### config.mk
export PLATFORM = sky130hd
export DESIGN_NAME = radio_frame_encoder_crc_escape_core
export DESIGN_NICKNAME = d
export VERILOG_FILES = /design/src/rfe_pkg.sv /design/src/rfe_front.sv /design/src/rfe_op_queue.sv /design/src/rfe_back.sv /design/src/radio_frame_encoder_crc_escape_core.sv
export SDC_FILE = /design/constraint.sdc
export NUM_CORES = 1
export LEC_CHECK = 0
export ABC_AREA = 1
export BUFFER_PORTS_ARGS = -buffer_cell sky130_fd_sc_hd__buf_2
export CAP_MARGIN = 20
export CORE_ASPECT_RATIO = 1.1
export CORE_UTILIZATION = 60
export CTS_BUF_LIST = sky130_fd_sc_hd__clkbuf_4
export DETAILED_ROUTE_END_ITERATION = 8
export GPL_ROUTABILITY_DRIVEN = 0
export PLACE_DENSITY_LB_ADDON = 0.1
export SLEW_MARGIN = 0
export SYNTH_ARGS = -nofsm -noshare
export SYNTH_HDL_FRONTEND = slang
export SYNTH_HIERARCHICAL = 1
export SYNTH_SLANG_ARGS = --single-unit
### constraint.sdc
create_clock -name clk -period 7.6 [get_ports clk]
set_input_delay 1.52 -clock clk [delete_from_list [all_inputs] [get_ports clk]]
set_output_delay 1.52 -clock clk [all_outputs]
set_load 0.005 [all_outputs]
### src/rfe_pkg.sv
`default_nettype none
package rfe_pkg;

	// Frame and CRC constants.
	localparam logic [15:0] CRC_INIT = 16'hd77f;
	localparam logic [15:0] CRC_POLY = 16'h8005;
	localparam logic [7:0]  SOF_BYTE = 8'hfd;
	localparam logic [7:0]  ESC_BYTE = 8'hfc;
	localparam logic [7:0]  ESC_MASK = 8'h7f;
	localparam logic [16:0] HDR_OVERHEAD = 17'd8;
	localparam logic [15:0] LEN_OVERHEAD = 16'd3;
	localparam logic [15:0] MAX_RESET = 16'hffff;

	// Kinds of work item passed from the front to the back.
	localparam logic [2:0] OP_DATA = 3'd0;
	localparam logic [2:0] OP_START = 3'd1;
	localparam logic [2:0] OP_CRCH = 3'd2;
	localparam logic [2:0] OP_CRCL = 3'd3;
	localparam logic [2:0] OP_ERR = 3'd4;

	// Queue sizes.
	localparam int OPQ_AW = 2;
	localparam int OPQ_DEPTH = 4;
	localparam logic [OPQ_AW:0] OPQ_FULL_CNT = (OPQ_AW + 1)'(OPQ_DEPTH);
	localparam int OUTQ_AW = 2;
	localparam int OUTQ_DEPTH = 4;
	localparam logic [OUTQ_AW:0] OUTQ_FULL_CNT = (OUTQ_AW + 1)'(OUTQ_DEPTH);

	// One unescaped line byte job.
	typedef struct packed {
		logic [2:0] kind;
		logic [7:0] data;
		logic       esc;
		logic       last;
	} op_t;

	// One result item.
	typedef struct packed {
		logic [7:0] out_byte;
		logic       run_last;
		logic       frame_end;
		logic       error;
	} res_t;

	// CRC-16 update over one byte, MSB first.
	function automatic logic [15:0] crc_feed(input logic [15:0] crc, input logic [7:0] b);
		logic [15:0] c;
		c = crc ^ {b, 8'h00};
		for (int k = 0; k < 8; k++) begin
			if (c[15]) begin
				c = {c[14:0], 1'b0} ^ CRC_POLY;
			end else begin
				c = {c[14:0], 1'b0};
			end
		end
		return c;
	endfunction

endpackage
`default_nettype wire

### src/rfe_front.sv
`default_nettype none
module rfe_front (
	input  wire logic        clk,
	input  wire logic        arst_n,
	input  wire logic        cfg_we,
	input  wire logic [15:0] cfg_data,
	input  wire logic        push,
	output logic             full,
	input  wire logic        cmd,
	input  wire logic [7:0]  destination,
	input  wire logic [7:0]  sequence_count,
	input  wire logic [7:0]  command_code,
	input  wire logic [15:0] payload_length,
	input  wire logic        escape_enable,
	input  wire logic [7:0]  data_byte,
	output logic             op_push,
	input  wire logic        op_full,
	output rfe_pkg::op_t     op_data
);
	import rfe_pkg::*;

	localparam logic [3:0] ST_START = 4'd0;
	localparam logic [3:0] ST_LENH = 4'd1;
	localparam logic [3:0] ST_LENL = 4'd2;
	localparam logic [3:0] ST_DST = 4'd3;
	localparam logic [3:0] ST_SEQ = 4'd4;
	localparam logic [3:0] ST_CMD = 4'd5;
	localparam logic [3:0] ST_DATA = 4'd6;
	localparam logic [3:0] ST_CRCH = 4'd7;
	localparam logic [3:0] ST_CRCL = 4'd8;
	localparam logic [3:0] ST_ERR = 4'd9;
	localparam logic [3:0] ST_IDLE = 4'd10;

	logic        busy_q;
	logic [3:0]  step_q;
	logic        frame_open_q;
	logic [15:0] bytes_left_q;
	logic [15:0] max_q;
	logic        esc_q;
	logic [15:0] lenf_q;
	logic [7:0]  dst_q;
	logic [7:0]  seq_q;
	logic [7:0]  code_q;
	logic [7:0]  dat_q;
	logic        tail_crc_q;

	logic [3:0]  nxt;
	logic        step_done;
	logic        last_step;
	logic        accept;
	logic        too_big;

	// Successor of the current step; ST_IDLE marks the end of the item.
	always_comb begin
		case (step_q)
			ST_START: nxt = ST_LENH;
			ST_LENH:  nxt = ST_LENL;
			ST_LENL:  nxt = ST_DST;
			ST_DST:   nxt = ST_SEQ;
			ST_SEQ:   nxt = ST_CMD;
			ST_CMD:   nxt = tail_crc_q ? ST_CRCH : ST_IDLE;
			ST_DATA:  nxt = tail_crc_q ? ST_CRCH : ST_IDLE;
			ST_CRCH:  nxt = ST_CRCL;
			default:  nxt = ST_IDLE;
		endcase
	end

	// Build the job for the current step.
	always_comb begin
		op_data.esc = esc_q;
		op_data.last = (nxt == ST_IDLE);
		case (step_q)
			ST_START: begin
				op_data.kind = OP_START;
				op_data.data = SOF_BYTE;
			end
			ST_LENH: begin
				op_data.kind = OP_DATA;
				op_data.data = lenf_q[15:8];
			end
			ST_LENL: begin
				op_data.kind = OP_DATA;
				op_data.data = lenf_q[7:0];
			end
			ST_DST: begin
				op_data.kind = OP_DATA;
				op_data.data = dst_q;
			end
			ST_SEQ: begin
				op_data.kind = OP_DATA;
				op_data.data = seq_q;
			end
			ST_CMD: begin
				op_data.kind = OP_DATA;
				op_data.data = code_q;
			end
			ST_DATA: begin
				op_data.kind = OP_DATA;
				op_data.data = dat_q;
			end
			ST_CRCH: begin
				op_data.kind = OP_CRCH;
				op_data.data = 8'h00;
			end
			ST_CRCL: begin
				op_data.kind = OP_CRCL;
				op_data.data = 8'h00;
			end
			default: begin
				op_data.kind = OP_ERR;
				op_data.data = 8'h00;
			end
		endcase
	end

	// Handshake: a new item is taken once the last job of the previous one goes out.
	assign step_done = busy_q && !op_full;
	assign last_step = (nxt == ST_IDLE);
	assign op_push = step_done;
	assign full = busy_q && !(step_done && last_step);
	assign accept = push && !full;
	assign too_big = ({1'b0, payload_length} + HDR_OVERHEAD) > {1'b0, max_q};

	// Control state and frame bookkeeping.
	always_ff @(posedge clk or negedge arst_n) begin
		if (!arst_n) begin
			busy_q <= 1'b0;
			step_q <= ST_START;
			frame_open_q <= 1'b0;
			bytes_left_q <= 16'd0;
			max_q <= MAX_RESET;
			esc_q <= 1'b0;
		end else begin
			if (cfg_we) begin
				max_q <= cfg_data;
			end
			if (step_done) begin
				if (last_step) begin
					busy_q <= 1'b0;
				end else begin
					step_q <= nxt;
				end
			end
			if (accept) begin
				if (!cmd) begin
					bytes_left_q <= too_big ? 16'd0 : payload_length;
					frame_open_q <= !too_big;
					busy_q <= 1'b1;
					step_q <= too_big ? ST_ERR : ST_START;
					if (!too_big) begin
						esc_q <= escape_enable;
					end
				end else if (frame_open_q && bytes_left_q != 16'd0) begin
					bytes_left_q <= bytes_left_q - 16'd1;
					if (bytes_left_q == 16'd1) begin
						frame_open_q <= 1'b0;
					end
					busy_q <= 1'b1;
					step_q <= ST_DATA;
				end
			end
		end
	end

	// Latched item fields.
	always_ff @(posedge clk) begin
		if (accept) begin
			if (!cmd) begin
				lenf_q <= payload_length + LEN_OVERHEAD;
				dst_q <= destination;
				seq_q <= sequence_count;
				code_q <= command_code;
				tail_crc_q <= (payload_length == 16'd0);
			end else begin
				dat_q <= data_byte;
				tail_crc_q <= (bytes_left_q == 16'd1);
			end
		end
	end

endmodule
`default_nettype wire

### src/rfe_op_queue.sv
`default_nettype none
module rfe_op_queue (
	input  wire logic         clk,
	input  wire logic         arst_n,
	input  wire logic         push,
	input  wire rfe_pkg::op_t push_data,
	output logic              full,
	input  wire logic         pop,
	output rfe_pkg::op_t      pop_data,
	output logic              empty
);
	import rfe_pkg::*;

	op_t               mem_q [OPQ_DEPTH];
	logic [OPQ_AW-1:0] wptr_q;
	logic [OPQ_AW-1:0] rptr_q;
	logic [OPQ_AW:0]   cnt_q;
	logic              do_push;
	logic              do_pop;

	assign full = (cnt_q == OPQ_FULL_CNT);
	assign empty = (cnt_q == '0);
	assign do_push = push && !full;
	assign do_pop = pop && !empty;
	assign pop_data = mem_q[rptr_q];

	// Pointers and fill count.
	always_ff @(posedge clk or negedge arst_n) begin
		if (!arst_n) begin
			wptr_q <= '0;
			rptr_q <= '0;
			cnt_q <= '0;
		end else begin
			if (do_push) begin
				wptr_q <= wptr_q + 1'b1;
			end
			if (do_pop) begin
				rptr_q <= rptr_q + 1'b1;
			end
			case ({do_push, do_pop})
				2'b10:   cnt_q <= cnt_q + 1'b1;
				2'b01:   cnt_q <= cnt_q - 1'b1;
				default: cnt_q <= cnt_q;
			endcase
		end
	end

	// Storage.
	always_ff @(posedge clk) begin
		if (do_push) begin
			mem_q[wptr_q] <= push_data;
		end
	end

endmodule
`default_nettype wire

### src/rfe_back.sv
`default_nettype none
module rfe_back (
	input  wire logic    clk,
	input  wire logic    arst_n,
	input  wire logic    op_empty,
	input  wire rfe_pkg::op_t op_data,
	output logic         op_pop,
	input  wire logic    res_pop,
	output logic         res_empty,
	output rfe_pkg::res_t res
);
	import rfe_pkg::*;

	logic [15:0]        crc_q;
	logic               half_q;
	res_t               mem_q [OUTQ_DEPTH];
	logic [OUTQ_AW-1:0] wptr_q;
	logic [OUTQ_AW-1:0] rptr_q;
	logic [OUTQ_AW:0]   cnt_q;

	logic [7:0] b;
	logic       escapable;
	logic       need_esc;
	logic       go;
	logic       out_pop;
	res_t       wr;

	// Raw byte for the job at the head of the queue.
	always_comb begin
		case (op_data.kind)
			OP_DATA:  b = op_data.data;
			OP_START: b = SOF_BYTE;
			OP_CRCH:  b = crc_q[15:8];
			OP_CRCL:  b = crc_q[7:0];
			default:  b = 8'h00;
		endcase
	end

	assign escapable = (op_data.kind == OP_DATA) || (op_data.kind == OP_CRCH) ||
		(op_data.kind == OP_CRCL);
	assign need_esc = op_data.esc && escapable && ((b == ESC_BYTE) || (b == SOF_BYTE));
	assign go = !op_empty && (cnt_q != OUTQ_FULL_CNT);
	assign op_pop = go && (half_q || !need_esc);
	assign out_pop = res_pop && !res_empty;

	// Line byte written this cycle: escape mark, escaped byte or plain byte.
	always_comb begin
		if (half_q) begin
			wr.out_byte = b & ESC_MASK;
			wr.run_last = op_data.last;
			wr.frame_end = (op_data.kind == OP_CRCL);
			wr.error = 1'b0;
		end else if (need_esc) begin
			wr.out_byte = ESC_BYTE;
			wr.run_last = 1'b0;
			wr.frame_end = 1'b0;
			wr.error = 1'b0;
		end else begin
			wr.out_byte = b;
			wr.run_last = op_data.last;
			wr.frame_end = (op_data.kind == OP_CRCL);
			wr.error = (op_data.kind == OP_ERR);
		end
	end

	// CRC and escape phase.
	always_ff @(posedge clk or negedge arst_n) begin
		if (!arst_n) begin
			crc_q <= CRC_INIT;
			half_q <= 1'b0;
		end else if (go) begin
			half_q <= !half_q && need_esc;
			if (!half_q) begin
				if (op_data.kind == OP_START) begin
					crc_q <= crc_feed(CRC_INIT, SOF_BYTE);
				end else if (op_data.kind == OP_DATA) begin
					crc_q <= crc_feed(crc_q, b);
				end
			end
		end
	end

	// Result queue pointers and count.
	always_ff @(posedge clk or negedge arst_n) begin
		if (!arst_n) begin
			wptr_q <= '0;
			rptr_q <= '0;
			cnt_q <= '0;
		end else begin
			if (go) begin
				wptr_q <= wptr_q + 1'b1;
			end
			if (out_pop) begin
				rptr_q <= rptr_q + 1'b1;
			end
			case ({go, out_pop})
				2'b10:   cnt_q <= cnt_q + 1'b1;
				2'b01:   cnt_q <= cnt_q - 1'b1;
				default: cnt_q <= cnt_q;
			endcase
		end
	end

	// Result queue storage.
	always_ff @(posedge clk) begin
		if (go) begin
			mem_q[wptr_q] <= wr;
		end
	end

	assign res_empty = (cnt_q == '0);
	assign res = mem_q[rptr_q];

endmodule
`default_nettype wire

### src/radio_frame_encoder_crc_escape_core.sv
// The first result of an item passes the front end's step register, the job queue and
// the result queue before it is shown. The back end writes one line byte per cycle
// while a job waits and the result queue has room; an item gives 1 to 15 line bytes
// for a header, 0 to 6 for a payload byte. The front end takes a new item in the cycle
// its previous item's last job is queued. Reset (arst_n low, asynchronous) empties both
// queues, closes any frame and sets the size limit to 65535; no clearing pass follows.
`default_nettype none
module radio_frame_encoder_crc_escape_core (
	input  wire logic        clk,
	input  wire logic        arst_n,
	input  wire logic        max_frame_bytes_we,
	input  wire logic [15:0] max_frame_bytes,
	input  wire logic        push,
	output logic             full,
	input  wire logic        cmd,
	input  wire logic [7:0]  destination,
	input  wire logic [7:0]  sequence_count,
	input  wire logic [7:0]  command_code,
	input  wire logic [15:0] payload_length,
	input  wire logic        escape_enable,
	input  wire logic [7:0]  data_byte,
	output logic             empty,
	input  wire logic        pop,
	output logic [7:0]       out_byte,
	output logic             run_last,
	output logic             frame_end,
	output logic             error
);
	import rfe_pkg::*;

	op_t  fr_op;
	op_t  bk_op;
	logic fr_push;
	logic q_full;
	logic q_empty;
	logic bk_pop;
	res_t res;

	// Front end: takes items, tracks the frame and issues byte jobs.
	rfe_front u_front (
		.clk            (clk),
		.arst_n         (arst_n),
		.cfg_we         (max_frame_bytes_we),
		.cfg_data       (max_frame_bytes),
		.push           (push),
		.full           (full),
		.cmd            (cmd),
		.destination    (destination),
		.sequence_count (sequence_count),
		.command_code   (command_code),
		.payload_length (payload_length),
		.escape_enable  (escape_enable),
		.data_byte      (data_byte),
		.op_push        (fr_push),
		.op_full        (q_full),
		.op_data        (fr_op)
	);

	// Job queue between the two ends.
	rfe_op_queue u_opq (
		.clk       (clk),
		.arst_n    (arst_n),
		.push      (fr_push),
		.push_data (fr_op),
		.full      (q_full),
		.pop       (bk_pop),
		.pop_data  (bk_op),
		.empty     (q_empty)
	);

	// Back end: CRC, escaping and the result queue.
	rfe_back u_back (
		.clk       (clk),
		.arst_n    (arst_n),
		.op_empty  (q_empty),
		.op_data   (bk_op),
		.op_pop    (bk_pop),
		.res_pop   (pop),
		.res_empty (empty),
		.res       (res)
	);

	assign out_byte = res.out_byte;
	assign run_last = res.run_last;
	assign frame_end = res.frame_end;
	assign error = res.error;

`ifndef NO_ASSERTIONS
	// The final frame byte always closes the item that caused it.
	a_fend_last: assert property (@(posedge clk) disable iff (!arst_n)
		(!empty && frame_end) |-> run_last)
		else $error("frame_end without run_last");

	// A rejection is a single result with no line byte.
	a_err_shape: assert property (@(posedge clk) disable iff (!arst_n)
		(!empty && error) |-> (run_last && !frame_end && out_byte == 8'h00))
		else $error("malformed error result");

	// A job is never taken from an empty queue.
	a_pop_guard: assert property (@(posedge clk) disable iff (!arst_n)
		bk_pop |-> !q_empty)
		else $error("job popped from empty queue");
`endif

endmodule
`default_nettype wire
; After elaboration in Yosys (flattened, before gate mapping)
; Memory sizes are Yosys's and may differ from the RTL's.
; Cells that the tools add are included.
[totals]
register_bits = 119
ram_bits = 96
inputBits = 71
elab_cells = 179
mem_count = 2
[op_classes]
add_sub_neg = 11
magnitude_cmp = 1
n_eq_ne = 24
mux = 68
bitwise_logic = 12
reduce_logical = 41
[mem_list]
columns = name, words, width, read_ports, rd_ports_with_merged_regs, write_ports, line_no
row1 = u_opq.mem_q, 4, 13, 1, 0, 1, rfe_op_queue.sv:14  ; op_t mem_q [OPQ_DEPTH];
row2 = u_back.mem_q, 4, 11, 1, 0, 1, rfe_back.sv:16  ; res_t mem_q [OUTQ_DEPTH];
[ops]
columns = op, n
row1 = 2-to-1 mux 16 bit, 41
row2 = one-hot mux 11 bit (9 select lines), 1
row3 = one-hot mux 8 bit (4 select lines), 1
row4 = 2-to-1 mux 4 bit, 7
row5 = one-hot mux 4 bit (7 select lines), 1
row6 = NOT 3 bit, 8
row7 = 2-to-1 mux 11 bit, 2
row8 = adder 16 x 4 -> 17 bit (second input constant), 1
row9 = greater-than comparator 17 x 16 -> 1 bit, 1
row10 = adder 16 x 2 -> 16 bit (second input constant), 1
row11 = equality test 16 x 1 -> 1 bit (second input constant), 1
row12 = equality test 4 x 3 -> 1 bit (second input constant), 4
row13 = equality test 8 bit (second input constant), 2
row14 = logical NOT 16 bit, 1
row15 = nonzero test 16 bit, 1
row16 = subtractor 16 x 1 -> 16 bit (second input constant), 1
row17 = XOR 16 bit, 1
row18 = logical AND 1 bit, 13
row19 = 2-to-1 mux 1 bit, 13
row20 = one-hot mux 3 bit (2 select lines), 2
row21 = logical NOT 3 bit, 3
row22 = AND reduction 3 bit, 3
row23 = adder 2 x 1 -> 2 bit (second input constant), 4
row24 = equality test 4 x 2 -> 1 bit (second input constant), 2
row25 = other kinds (18), 42

; Longest topological paths before layout
; Gate-level depths: netlist (run 1).
; An unclocked memory read counts as a cell.
[depth]
depth_word = 50
ltp_mapped = 27
mapped_depth_nobuf = 25

; Cells and area by module
; The synthesis (run 1) kept the hierarchy.
[by_module_without_submodules]
columns = module, instances, cells_per_inst, area_each_um2, seq_area_each_um2
row1 = rfe_front, 1, 615, 5175.0, 2467.4
row2 = rfe_back, 1, 345, 3403.3, 1938.1
row3 = rfe_op_queue, 1, 213, 2532.4, 1736.7

; Least setup slack after synthesis (run 1)
; No wires, ideal clock.
[synth_timing]
path_kind = input to register
startpoint = input payload_length[9]
endpoint = register u_front.esc_q
setup_ns = 0.119
t_arrival_ns = 3.481
path_slack_ns = 4.001
cell_stages = 19
n_path_buf = 2
cell_sequence = buf_2 > nand2_1 > nor2_2 > nand2_2 > nor2_4 > nand2_1 > xor2_1 > inv_1 > ha_1 > a21o_1 > a21oi_1 > nand2_1 > nor2_1 > nand2_2 > nand2_4 > buf_8 > nand2_1 > nand2_1 > nand2_1
[synth_via]
elab_chain_cells = 4
[synth_lines]
columns = element, line_no
row1 = "start, declared", radio_frame_encoder_crc_escape_core.sv:19  ; input wire logic [15:0] payload_length,
row2 = adder 16 x 4 -> 17 bit, rfe_front.sv:122  ; assign too_big = ({1'b0, payload_length} + HDR_OVERHEAD) > {1'b0, max_q};
row3 = greater-than comparator 17 x 16 -> 1 bit, rfe_front.sv:122
row4 = NOT 1 bit (no source line), n/a
row5 = AND reduction 3 bit (no source line), n/a
row6 = "end signal, assigned", rfe_front.sv:151  ; esc_q <= escape_enable;
row7 = "end, declared", rfe_front.sv:39  ; logic esc_q;
; No other way between the ends.
; A chain may end at the register's enable or synchronous reset.

; Worst setup path in the final report (run 1)
[layout_timing]
startpoint = register u_back.rptr_q[0]
endpoint = output out_byte[3]
[layout_via]
elab_chain_cells = 1
[layout_lines]
columns = element, line_no
row1 = "start, declared", rfe_back.sv:18  ; logic [OUTQ_AW-1:0] rptr_q;
row2 = "start signal, assigned", rfe_back.sv:94  ; rptr_q <= rptr_q + 1'b1;
row3 = memory read (4 x 11 bit), n/a
row4 = "end, declared", radio_frame_encoder_crc_escape_core.sv:24  ; output logic [7:0] out_byte,
; No other way between the ends.

==> results of run 1 <==
where the power goes:
group	internal [mW]	total [mW]	switching [mW]	leakage [nW]
combinational	0.867	2.66	1.80	3.02
clock	0.520	0.981	0.460	0.426
sequential	1.89	2.12	0.233	2.14
total	3.27	5.76	2.49	5.59
cell type report:
type                    count  area, um^2
diodes                      2        5.00
clock inverters            26         168
repair buffers             91         483
well taps                 238         298
multi-input cells         747        4080
inverters                 175         657
fillers                  1444        5550
clock buffers              73         548
flip-flops and latches    215        6140
worst register-to-register path: stages (launching register included):
cell and delay, ps:
dfrtp_1 410, inv_2 580, nand2_1 150, o211ai_1 120
nand2_1 240, inv_2 180, nand3_1 150, o211ai_1 480
nor3b_1 250, nand3_1 190, nand2_1 110, inv_1 70
nand2_1 110, inv_1 70, ha_1 190, inv_1 80
fa_1 400, o21ai_0 150
per-layer routing:
layer	wire, um	global-route usage (%)	vias to the layer above	share of wire, %
li1	-	-	4201	-
met1	9500	29.2	3925	39
met2	12800	49.5	248	53
met3	1120	4.18	45	4.7
met4	638	12.7	0	2.6
met5	0	0	-	0
cells in the final DEF, fill, tap and decap left out, types with 4 or more instances in the layout:
master    count
nand2_4       4
dfstp_2      29
nand3_1      70
clkbuf_4     73
xnor2_1      12
a21o_1        4
a221oi_1      8
o21ai_0      59
nand4_1      22
nor2_2        7
o211ai_1     29
ha_1         31
nand2_1     265
clkinv_1     13
nor2_1       88
nor4_1        9
o22ai_1      17
a22oi_1       4
a21oi_1      27
nand2_2      13
dfrtp_1      41
a21boi_1      6
inv_2        14
xor2_1       27
inv_1       160
clkinv_2     11
nand3_2       9
edfxtp_1    145
buf_2        83
buf_4         6
nor3_1       11
cell usage after synthesis (5+ instances only):
library cell	count	area (um^2)
nand2_1	265	995
inv_1	160	601
edfxtp_1	145	4350
nor2_1	88	330
nand3_1	70	350
o21ai_0	59	295
dfrtp_1	41	1030
ha_1	31	388
dfstp_2	29	762
o211ai_1	29	218
a21oi_1	27	135
xor2_1	27	236
nand4_1	22	138
o22ai_1	17	106
inv_2	14	52.6
clkbuf_1	13	48.8
nand2_2	13	81.3
xnor2_1	12	105
nor3_1	11	55.1
nand3_2	9	90.1
nor4_1	9	56.3
a221oi_1	8	70.1
buf_4	7	52.6
nor2_2	7	43.8
a21boi_1	6	45.0
buf_6	6	67.6
buf_2	5	25.0
logic make-up (layout without fill, tap and decap cells):
group                    Yosys count  count (layout)
AND/OR/NAND/NOR                  510             510
flip-flops                       215             215
buffers and inverters            211             365
AO/OA/AOI/OAI                    164             164
XOR/XNOR                          39              39
adder cells (fa/ha/maj)           33              33
multiplexers                       1               1
other                              0               2
worst max-delay path by stage:
stage,endpoint,slack [ps],cells after the start
after floorplan,u_front/esc_q$_DFFE_PN0P_,4000,19
after global placement,u_front/esc_q$_DFFE_PN0P_,3630,15
after detailed placement,u_front/esc_q$_DFFE_PN0P_,3570,15
after CTS,out_byte[6],3480,4
after global routing,u_opq/cnt_q[2]$_DFFE_PN0P_,3170,20
final,out_byte[3],3550,4
registers in the layout (all words and copies together), names as in the netlist, 2 cells and up:
name and cells:
u_front/seq_q 8, u_front/max_q 16, u_back/wptr_q 2, u_back/rptr_q 2, u_opq/rptr_q 2, u_opq/mem_q 52, u_front/step_q 4, u_opq/wptr_q 2
u_front/lenf_q 16, u_front/dat_q 8, u_back/crc_q 16, u_back/mem_q 44, u_back/cnt_q 3, u_front/dst_q 8, u_front/code_q 8, u_opq/cnt_q 3
u_front/bytes_left_q 16
==> results.md, run 1 <==
Detailed routing:
- The first TritonRoute pass finished after 5 iterations.
- The via density per instance is about 5.4.
- The mean routed wirelength per cell is ~15 um.
- The detailed-route via count is around 8.4k.
- The detail route stage leaves a number of antenna-violating nets equal to 0.
- For this run, design rule violations remaining after detail routing come to 0.
- Wires add up to 24100 um.
- The starting DRC count in detailed routing is 510.

Global route:
- The via count of the first global-routing pass was 8261.
- The first-pass GRT wire length is between 30000 and 40000 um.
- The total track usage is 26.3%.
- The remaining global-route overflow is 0.
- Entering global routing, the biggest net connects 71 pins.
- The number of antenna violations at the first check in global routing is 1.

Hold path:
- The number of instances on the worst hold path is 1.
- The worst hold path endpoint is u_opq/cnt_q[0]$_DFFE_PN0P_.
- The type of the worst min-delay path is flip-flop to flip-flop.
- The startpoint identified for the worst hold timing path is u_opq/cnt_q[0]$_DFFE_PN0P_.

STA:
- Summed over all failing endpoints, the final setup total negative slack is 0 ps.
- The number of hold violations in the final report came to 0.
- Once routing completed, OpenROAD measured the worst setup slack at 3550 ps.
- Setup violations remaining at the end of the flow were counted as 0.
- Between clock sinks in the finished design, the worst skew comes to 27.7 ps.
- The number of pins exceeding their max-slew limit in the final report was 0.
- The final period demand of the worst path is approximately 4000 ps.
- The final hold slack is 477 ps.
- At the pin with the least slew margin, the transition time is slightly above 1000 ps.
- Based on the critical path, the design can be clocked at up to between 200 and 250 MHz.
- The worst slew margin relative to its limit is 30.9%.
- Of the available clock period, the critical path in the final layout requires 53.2%.
- Setup repair after global routing left no endpoint under its margin.

Worst setup path:
- The startpoint of the worst register-to-register path is u_opq/rptr_q[0]$_DFFE_PN0P_.
- The critical path's largest stage delay is 830 ps.
- The largest delay contributor family on the critical path is flip-flops.
- Setup slack on the worst reg-to-reg path comes out at 3610 ps.
- In this run the critical register-to-register path is captured at u_opq/cnt_q[1]$_DFFE_PN0P_.
- The start-to-end type of the worst setup path is flip-flop to output pin.
- The worst register-to-register path has a depth of 17.
- For the worst setup path, the data arrival time is 2530 ps.
- The critical path capture point type is an output pin.
- In this run the worst path has a maximum fanout of 25.
- The required time of the worst setup path is 6080 ps.
- The startpoint kind of the worst setup timing path is a flip-flop.
- The launch point of the critical path is u_back/rptr_q[0]$_DFFE_PN0P_.
- The cell with the largest stage delay on the worst path is dfrtp_1.
- The critical path goes through inv_1 -> o21ai_0 -> o22ai_1 -> buf_2.
- The critical path contains buffers and inverters numbering 2 combined.

Logic synthesis:
- The area fraction in and, or, nand and nor cells after synthesis is 20.7%.
- The portion of the post-synthesis area used by sequential elements is a little under three fifths.
- After synthesis, the share of flip-flops with an asynchronous set or reset is 32.6%.
- The gate count after technology mapping is 1173.
- The post-synthesis mux area share is 0.101%.
- After Yosys synthesis, XOR and XNOR cells account for 3.07% of the synthesized area.
- The flop and latch count out of synthesis is 215.
- In the synthesized netlist the dominant register cell turns out to be edfxtp_1.
- The net count after synthesis is ~1.3k.
- The post-synthesis instance area is 11100 um^2.
- During synthesis, Yosys emitted a total of 6 warnings.
- In this run, synthesis inferred 145 flip-flops with an integrated enable.
- By area, the combinational part of the netlist is dominated by simple AND/OR/NAND/NOR gates.
- A synthesized cell averages about 9.5 um^2.
- The complex-gate fraction of the synthesized area is under 10%.
- The number of distinct library cells after synthesis is 49.
- The adder-cell share of the synthesized area is 3.85%.

Clock network:
- The maximum clock path buffer count is 3.
- The H-tree generated during clock tree synthesis spans 2 levels.
- Buffers added to address setup during post-CTS repair amount to 0.
- Gates resized during post-CTS repair numbered 0.
- The number of buffers created by CTS is 53.
- At the later pin of the worst-skew pair, clock insertion delay measures 680 ps.
- The number of buffers added to fix hold violations after cts is 0.
- The clock root buffer is clkbuf_4.
- The clock tree from TritonCTS is yes.
- The register clock-pin slew on the reported worst setup and hold paths is approximately 70 ps.
- The TritonCTS sink count is 215.

Status:
- The flow ran to the end, and the final reports show no timing, DRC or antenna violations.

Placed design:
- The post-DP HPWL is 17200 um.
- The minimum setup slack after placement is 3570 ps.
- Summing all placed instances gives a cell area of 11600 um^2.
- Input and output buffers added on the ports amount to just over 80.
- Including well taps, the total number of placed cells is roughly 1.5k.

Die:
- The die is around 140 um tall.
- The full die area is between 15000 and 20000 um^2.
- The area inside the core boundary is 17900 um^2.
- The initial utilization of the core area, before any placement, comes to between 60% and 70%.
- The count of standard-cell rows is 51.
- The width of the die is 132 um.
- The count of boundary I/O pins is 84.

Layout:
- The post-route netlist has 20.0% of its cells at a drive strength greater than 1.
- The net count reported at finish is between 1k and 1.5k.
- The final core utilization is 69.1%.
- The design area is between 10000 and 15000 um^2.
- The final cell count without fillers is about 1.6k.
- The layout-stage area growth over the synthesis result is 11.5%.

Flow run:
- Max-cap violations in this run came to 0.

Power:
- The static leakage is 5.59 nW.
- The design draws about 5.8 mW.
- The worst-case IR drop observed on VDD is 0.000297 V.
- The power per cell area is roughly 470 nW/um^2.
(Power assumes the default switching activity.)
==> run 2, diff against run 1 <==
--- a/config.mk
+++ b/config.mk
@@ -9,7 +9,7 @@
 export BUFFER_PORTS_ARGS = -buffer_cell sky130_fd_sc_hd__buf_2
 export CAP_MARGIN = 20
 export CORE_ASPECT_RATIO = 1.1
-export CORE_UTILIZATION = 60
+export CORE_UTILIZATION = 57
 export CTS_BUF_LIST = sky130_fd_sc_hd__clkbuf_4
 export DETAILED_ROUTE_END_ITERATION = 8
 export GPL_ROUTABILITY_DRIVEN = 0
==> constraint.sdc (replaced) <==
create_clock -name clk -period 3.25 [get_ports clk]
set_input_delay 0.65 -clock clk [delete_from_list [all_inputs] [get_ports clk]]
set_output_delay 0.65 -clock clk [all_outputs]
set_load 0.005 [all_outputs]
==> run 2 against run 1 <==
Setup slack worse by 3600 ps. Sequential power up 130%. Worst hold slack worse by 320 ps. Via count increased by 3.5%. Combinational power grew to 3.1 times the previous value. First-iteration DRC count up 10%. Register-to-register slack worse by 3600 ps. Sequential share of layout area shrank 2.2 points. Clock skew rose by 5.7 ps. Non-clock buffer count up 42.
==> results.md, run 2 (synthesis gave the netlist of run 1 again) <==
Layout:
- After the last flow step, the layout net total stands at 1430.
- The layout-stage area growth over the synthesis result is 16.7%.
- Leaving out fill and tap cells, the most frequent cell in the layout is nand2_1.
- At the end of the flow the core is filled with cells to 67.9%.
- u_opq/mem_q holds more flip-flops than any other register.
- The number of flip-flops in the largest register is 52.
- The fraction of layout cells with a size suffix above 1 is 24.9%.
- In the final layout, the registers with the most flip-flops are u_opq/mem_q (52), u_back/mem_q (44).
- Leaving out fill and tap cells, the most frequent cells in the layout are nand2_1 (255), inv_1 (157), edfxtp_1 (145), nor2_1 (87), buf_2 (83).

Power:
- The switching power summed over all nets is 6.74 mW.
- The clock network burns between 10% and 20% of the power.
- The power per cell area is roughly 1200 nW/um^2.
- The worst ir drop on vdd is 0.000613 V.
- For this design the static power due to leakage is 5.83 nW.
- The switching share of total power is 44.0%.
- The internal portion of the total power is about 8.6 mW.
- The share of power burned in registers is about a third.
- The proportion of power drawn by combinational gates is 53.8%.

STA:
- The number of pins exceeding their max-slew limit in the final report is 0.
- The post-route clock skew is 33.3 ps.
- Setup repair after global routing could not meet its margin everywhere.
- The number of hold violations in the final report was 0.
- The worst path uses approximately 100% of the clock period.
- The final period demand of the worst path is 3250 ps.
- The worst slew margin relative to its limit is 49.2%.
- At the pin with the least slew margin, the transition time is 760 ps.
- Based on the critical path, the design can be clocked at up to between 300 and 400 MHz.
- The setup slack after layout is 2.37 ps.
- Setup violations remaining at the end of the flow were counted as 0.

Placed design:
- The number of port buffers is 83.
- Timing analysis after detailed placement gives a worst setup slack of approximately 8.8 ps.
- The wire-length estimate of the detail-placed layout is 18200 um.

Global route:
- The number of antenna violations at the first check in global routing came to 1.
- Global routing used between 20% and 30% of the available tracks across all layers.
- The largest net degree at the start of global routing is 33.
- The remaining global-route overflow is 0.
- The via count of the first global-routing pass is ~8.5k.
- The first-pass GRT wire length is 40000 um.

Worst setup path:
- On the critical path the largest part of the delay comes from simple AND/OR/NAND/NOR gates.
- The number of buffers and inverters on the critical path is 6.
- The signal on the critical path passes through clkinvlp_4 -> o211ai_1 -> nand2_2 -> buf_4 -> nor2_2 -> nand3_2 -> nand2_2 -> nor2_4 -> buf_4 -> nor3_2 -> nand3_1 -> nand2_1 -> inv_2 -> nand2_2 -> inv_2 -> ha_4 -> inv_2 -> fa_2 -> o21ai_1.
- STA puts the critical path data required time at around 3800 ps.
- The worst setup path is captured at a flip-flop.
- The start-to-end type of the worst setup path is flip-flop to flip-flop.
- At the worst endpoint, the arrival time is 3840 ps.
- The cell with the largest stage delay on the worst path is dfrtp_2.
- The highest net fanout along the worst path is 7.
- In this design, the stage delay of the slowest critical-path cell is 440 ps.
- The startpoint kind of the worst setup timing path is a flip-flop.

Detailed routing:
- The length of the first detailed-routing pass in iterations is 5.
- The mean routed wirelength per cell is 15.8 um.
- Detailed routing inserted a total of 8715 vias.
- The number of remaining DRC errors is 0.
- The number of nets with antenna violations after routing is 0.
- The total wirelength of the detailed-routed design is 25400 um.
- Using the TritonRoute via totals, the vias-per-cell ratio works out to 5.41.
- The starting DRC count in detailed routing is 562.

Die:
- The die is 135 um wide.
- Once the floorplan was initialized, standard cells occupied about 58% of the core.
- The count of boundary I/O pins is between 80 and 90.
- In this run the core area contains 53 standard-cell rows.
- Measured along the y axis, the die boundary spans between 100 and 150 um.
- The floorplan step defined a die boundary enclosing 20100 um^2.
- The area inside the core boundary is ~19000 um^2.

Clock network:
- The insertion delay to the later sink of the worst-skew pair is 670 ps.
- The clock net in this run drives a total of 215 sinks.
- TritonCTS built the clock tree.
- The number of buffers created by CTS is 53.
- The CTS H-tree depth is 2.
- The tree is rooted in a clkbuf_4.
- The register clock-pin slew on the reported worst setup and hold paths is 70 ps.
- The clock passes through at most 3 buffers.

Flow run:
- The max-cap check violation count is 0.

Status:
- The flow ran to the end, and the final reports show no timing, DRC or antenna violations.

Hold path:
- The path class of the tightest hold or removal check is input pin to flip-flop.
run 2: cell count changes in the layout (fill, tap and decap cells not counted), sizes merged:
cell | previous run | this run
buf | 91 | 132
clkinv | 24 | 16
clkbuf | 73 | 75
bufinv | 2 | 1
clkinvlp | 1 | 2
diode | 2 | 1
dlygate4sd3 | 0 | 1
run 2: worst paths after layout:
check                                            startpoint                          end  slack (ps)  cells past startpoint
min in group asynchronous                            arst_n  u_back/cnt_q[1]$_DFFE_PN0P_         550                      2
worst max register to register  u_opq/rptr_q[0]$_DFFE_PN0P_   u_opq/cnt_q[1]$_DFFE_PN0P_           2                     19
worst min register to register   u_opq/cnt_q[0]$_DFFE_PN0P_   u_opq/cnt_q[0]$_DFFE_PN0P_         480                      1
worst min-delay path                      sequence_count[3]   u_front/seq_q[3]$_DFFE_PP_         160                      1
max in group asynchronous                            arst_n  u_back/crc_q[0]$_DFFE_PN1P_        1930                      3
worst max-delay path            u_opq/rptr_q[0]$_DFFE_PN0P_   u_opq/cnt_q[1]$_DFFE_PN0P_           2                     19
run 2: stage by stage:
stage	cell area, um^2	hold slack (ps)	std cells	power, mW	TNS, ps
floorplan	11100	354	1173	9.65	0
global placement	11900	463	1501	11.3	0
detailed placement	11900	478	1501	11.5	0
CTS	12600	109	1594	13.8	0
global route	13000	106	1611	16.4	-460
finish	13000	158	1611	15.3	0
run 2: cell type report:
cell class	count	area [um^2]
diodes	1	2.50
clock buffers	75	563
clock inverters	17	103
fillers	1541	6140
inverters	175	664
multi-input cells	747	4360
flip-flops and latches	215	6140
well taps	247	309
repair buffers	133	810
repair inverters	1	7.51
run 2: what timing repair did:
action                                  in CTS  in global routing
pin swaps                                    0                 23
hold buffers                                 1                  0
hold endpoints to repair                     7                  0
gates resized for setup                      4                 60
endpoints found under the setup margin       1                  7
setup buffers                                0                 15
cloned                                       0                  1
run 2: power groups by stage:
stage	clock network, mW	registers, mW	logic, mW
2_1_floorplan	0	4.77	4.88
3_3_place_gp	0	4.90	6.39
3_5_place_dp	0	4.93	6.55
4_1_cts	2.26	4.88	6.64
5_1_grt	2.39	5.00	9.06
6_report	2.18	4.90	8.23
run 2: metal layers:
layer | GRT usage (%) | share of wire [%]
met5 | 0 | 0
met4 | 11.5 | 4.1
met3 | 4.84 | 5.0
met2 | 47.0 | 53
met1 | 28.2 | 38
==> run 3, diff against run 2 <==
--- a/config.mk
+++ b/config.mk
@@ -9,8 +9,7 @@
 export BUFFER_PORTS_ARGS = -buffer_cell sky130_fd_sc_hd__buf_2
 export CAP_MARGIN = 20
 export CORE_ASPECT_RATIO = 1.1
-export CORE_UTILIZATION = 57
-export CTS_BUF_LIST = sky130_fd_sc_hd__clkbuf_4
+export CORE_UTILIZATION = 55
 export DETAILED_ROUTE_END_ITERATION = 8
 export GPL_ROUTABILITY_DRIVEN = 0
 export PLACE_DENSITY_LB_ADDON = 0.1
==> run 3 against run 2 <==
Via count down 3.6%. Critical endpoint is now u_back/crc_q[15]$_DFFE_PN1P_. Critical path type unchanged. Register-to-register slack improved by 210 ps. Sequential power barely moved.
==> results.md, run 3 (synthesis gave the netlist of run 1 again) <==
Layout:
- Once layout is done, the placed cells without fillers occupy 13000 um^2.
- The number of fill cells is 1588.
- The top register by number of flip-flops is u_opq/mem_q.
- The layout-stage area growth over the synthesis result is 16.8%.
- Leaving out fill and tap cells, the most frequent cell in the layout is nand2_1.
- The number of flip-flops in the largest register is 52.
- Summing all flip-flop and latch instances after layout gives 6140 um^2.
- The number of antenna repair diodes is 0.
- The largest registers in the layout are u_opq/mem_q (52), u_back/mem_q (44).
- The final cell count without fillers is roughly 1.6k.
- In the final layout, the multi-input gates occupy 4250 um^2.
- The net count reported at finish is 1393.
- The top cell types in the final layout, fill and taps aside, are nand2_1 (259), inv_1 (157), edfxtp_1 (145), nor2_1 (88), buf_2 (82).
- The post-route netlist has between 20% and 30% of its cells at a drive strength greater than 1.
- The final core utilization is 65.6%.

Global route:
- The via count of the first global-routing pass was 8098.
- After global routing the overflow that remains totals 0.
- Global routing used 24.4% of the available tracks.
- The first-pass GRT wire length is 39400 um.
- The number of antenna violations at the first check in global routing is 0.
- The largest net degree at the start of global routing is 71.

Power:
- The power per cell area is 1170 nW/um^2.
- The worst-case IR drop observed on VDD is between 0.0006 and 0.0007 V.
- The total power is 15.2 mW.
- For this design the static power due to leakage is 5.80 nW.

STA:
- The highest attainable clock frequency is 329 MHz.
- The number of hold violations in the final report is 0.
- The slew at the pin with the worst max-slew slack is 947 ps.
- The routed design could run at a clock period as short as 3040 ps.
- The number of pins exceeding their max-slew limit in the final report is 0.
- The worst slew margin relative to its limit is between 30 and 40%.
- On the final layout, the worst hold slack is 242 ps.
- Once routing completed, OpenROAD measured the worst setup slack at 210 ps.
- The post-route clock skew is 20.9 ps.
- The number of setup violations in the final report is 0.
- In the finished design, the share of the clock period the worst path needs comes to 93.5%.
- The post-route setup TNS is 0 ps.

Worst setup path:
- Together, buffers and inverters on the worst path number 4.
- For this run, the slowest stage of the critical path takes 450 ps.
- The start-to-end type of the worst setup path is flip-flop to flip-flop.
- The highest net fanout along the worst path is 32.
- For the worst setup path, the data arrival time is 3480 ps.
- In this design, the critical path's most frequently occurring cell is nand3_1.
- The critical path crosses 23 cells after its start point.
- Broken down by cell family, the worst path's largest delay share belongs to simple AND/OR/NAND/NOR gates.
- The cell count of the worst reg-to-reg path is 23.
- The critical path capture point type is a flip-flop.
- The largest individual stage delay along the critical path comes from the cell dfrtp_2.
- The critical path goes through clkinv_4 -> buf_4 -> buf_12 -> o211ai_1 -> nand2_1 -> nand3_1 -> nand2_2 -> nor2_4 -> nand2_2 -> nand2_2 -> nand2_4 -> nand2_4 -> nand2_1 -> nand3_4 -> nand2_4 -> nand2_2 -> nand3_2 -> nand3_1 -> nand3_1 -> nand3_1 -> nand3_1 -> nand2_1 -> inv_1.
- The required time of the worst setup path is 3700 ps.
- STA classifies the critical path startpoint as a flip-flop.

Die:
- After floorplanning, the core was divided into 54 placement rows.
- The count of boundary I/O pins is 84.
- The vertical extent of the die is 151 um.
- The area inside the core boundary is 19800 um^2.
- The floorplan step defined a die boundary enclosing 20800 um^2.
- The width of the die is 138 um.
- For this configuration, the core starts out at a cell density of 56.1%.

Clock network:
- The maximum clock path buffer count is 3.
- The register clock-pin slew on the reported worst setup and hold paths is 60 ps.
- The clock root buffer is clkbuf_16.
- The clock reaches the later pin of the worst-skew pair after 520 ps.
- TritonCTS built the clock tree.
- For this design, the sink count on the clock tree is between 200 and 250.
- The number of buffers created by CTS is 23.
- The CTS H-tree depth is 1.

Placed design:
- Timing analysis after detailed placement gives a worst setup slack of -76.5 ps.
- The post-DP HPWL is 17900 um.
- The number of port buffers is just over 80.
- After detailed placement, the total cell area comes to 11900 um^2.
- The number of placed instances, taps included, is 1505.

Detailed routing:
- Dividing the detail-routed via count by the number of cells gives 5.39.
- In the final routed layout, each cell accounts on average for approximately 16 um.
- Across all layers, the routed design uses 8404 vias.
- In this run, the number of DRC markers left after iteration 0 of detailed routing was approximately 540.
- The number of remaining DRC errors is 0.
- The length of the first detailed-routing pass in iterations is 6.
- The final layout contains routed wiring with a total length of 24700 um.
- The detail route stage leaves a number of antenna-violating nets equal to 0.

Flow run:
- The max-cap check violation count is 0.

Status:
- The flow ran to the end, and the final reports show no timing, DRC or antenna violations.

Hold path:
- The min-delay analysis places its worst path in the category input pin to async pin.
run 3: changes by cell type in the layout (fill, tap and decap cells not counted), moves of 3 or more:
cell / before / now
clkbuf_4: 75 / 0
clkbuf_16: 0 / 23
clkinv_1: 12 / 3
nand3_4: 10 / 3
buf_4: 47 / 41
bufinv_16: 1 / 5
nand2_1: 255 / 259
nand2_4: 9 / 5
nand3_2: 15 / 19
clkinv_2: 3 / 6
nand3_1: 55 / 58
run 3: area by class of cell:
cell class | count | area share, %
clock buffer | 27 | 4.70
clock inverter | 15 | 1.69
inverter | 175 | 5.14
multi-input combinational | 747 | 32.7
sequential | 215 | 47.3
tap | 252 | 2.43
timing repair buffer | 126 | 5.93
timing repair inverter | 1 | 0.0482
run 3: what timing repair did:
item                                    CTS  global route
hold buffers                              0             0
setup buffers                             0            10
cloned                                    0             1
resized for setup                         5            41
endpoints found under the setup margin    1             7
pin swaps                                 0            17
run 3: layer usage:
| layer | global-route usage [%] | up-vias | part of all wire, % |
|---|---|---|---|
| li1 | - | 4158 | - |
| met3 | 3.21 | 47 | 4.3 |
| met5 | 0 | - | 0 |
| met4 | 8.52 | 0 | 2.6 |
| met1 | 27.8 | 3994 | 39 |
| met2 | 46.3 | 205 | 54 |
run 3: final timing paths:
check	slack, ps	start	endpoint
max reg2reg	210	u_opq/rptr_q[0]$_DFFE_PN0P_	u_back/crc_q[15]$_DFFE_PN1P_
min reg2reg	490	u_opq/cnt_q[0]$_DFFE_PN0P_	u_opq/cnt_q[0]$_DFFE_PN0P_
min	240	arst_n	u_back/cnt_q[2]$_DFFE_PN0P_
min in group clk	300	destination[1]	u_front/dst_q[1]$_DFFE_PP_
max	210	u_opq/rptr_q[0]$_DFFE_PN0P_	u_back/crc_q[15]$_DFFE_PN1P_
max in group asynchronous	2340	arst_n	u_opq/rptr_q[0]$_DFFE_PN0P_
run 3: power by group:
group	internal (mW)	total [mW]	switching (mW)
sequential	4.41	4.91	0.503
combinational	2.72	7.48	4.76
clock	1.76	2.83	1.07
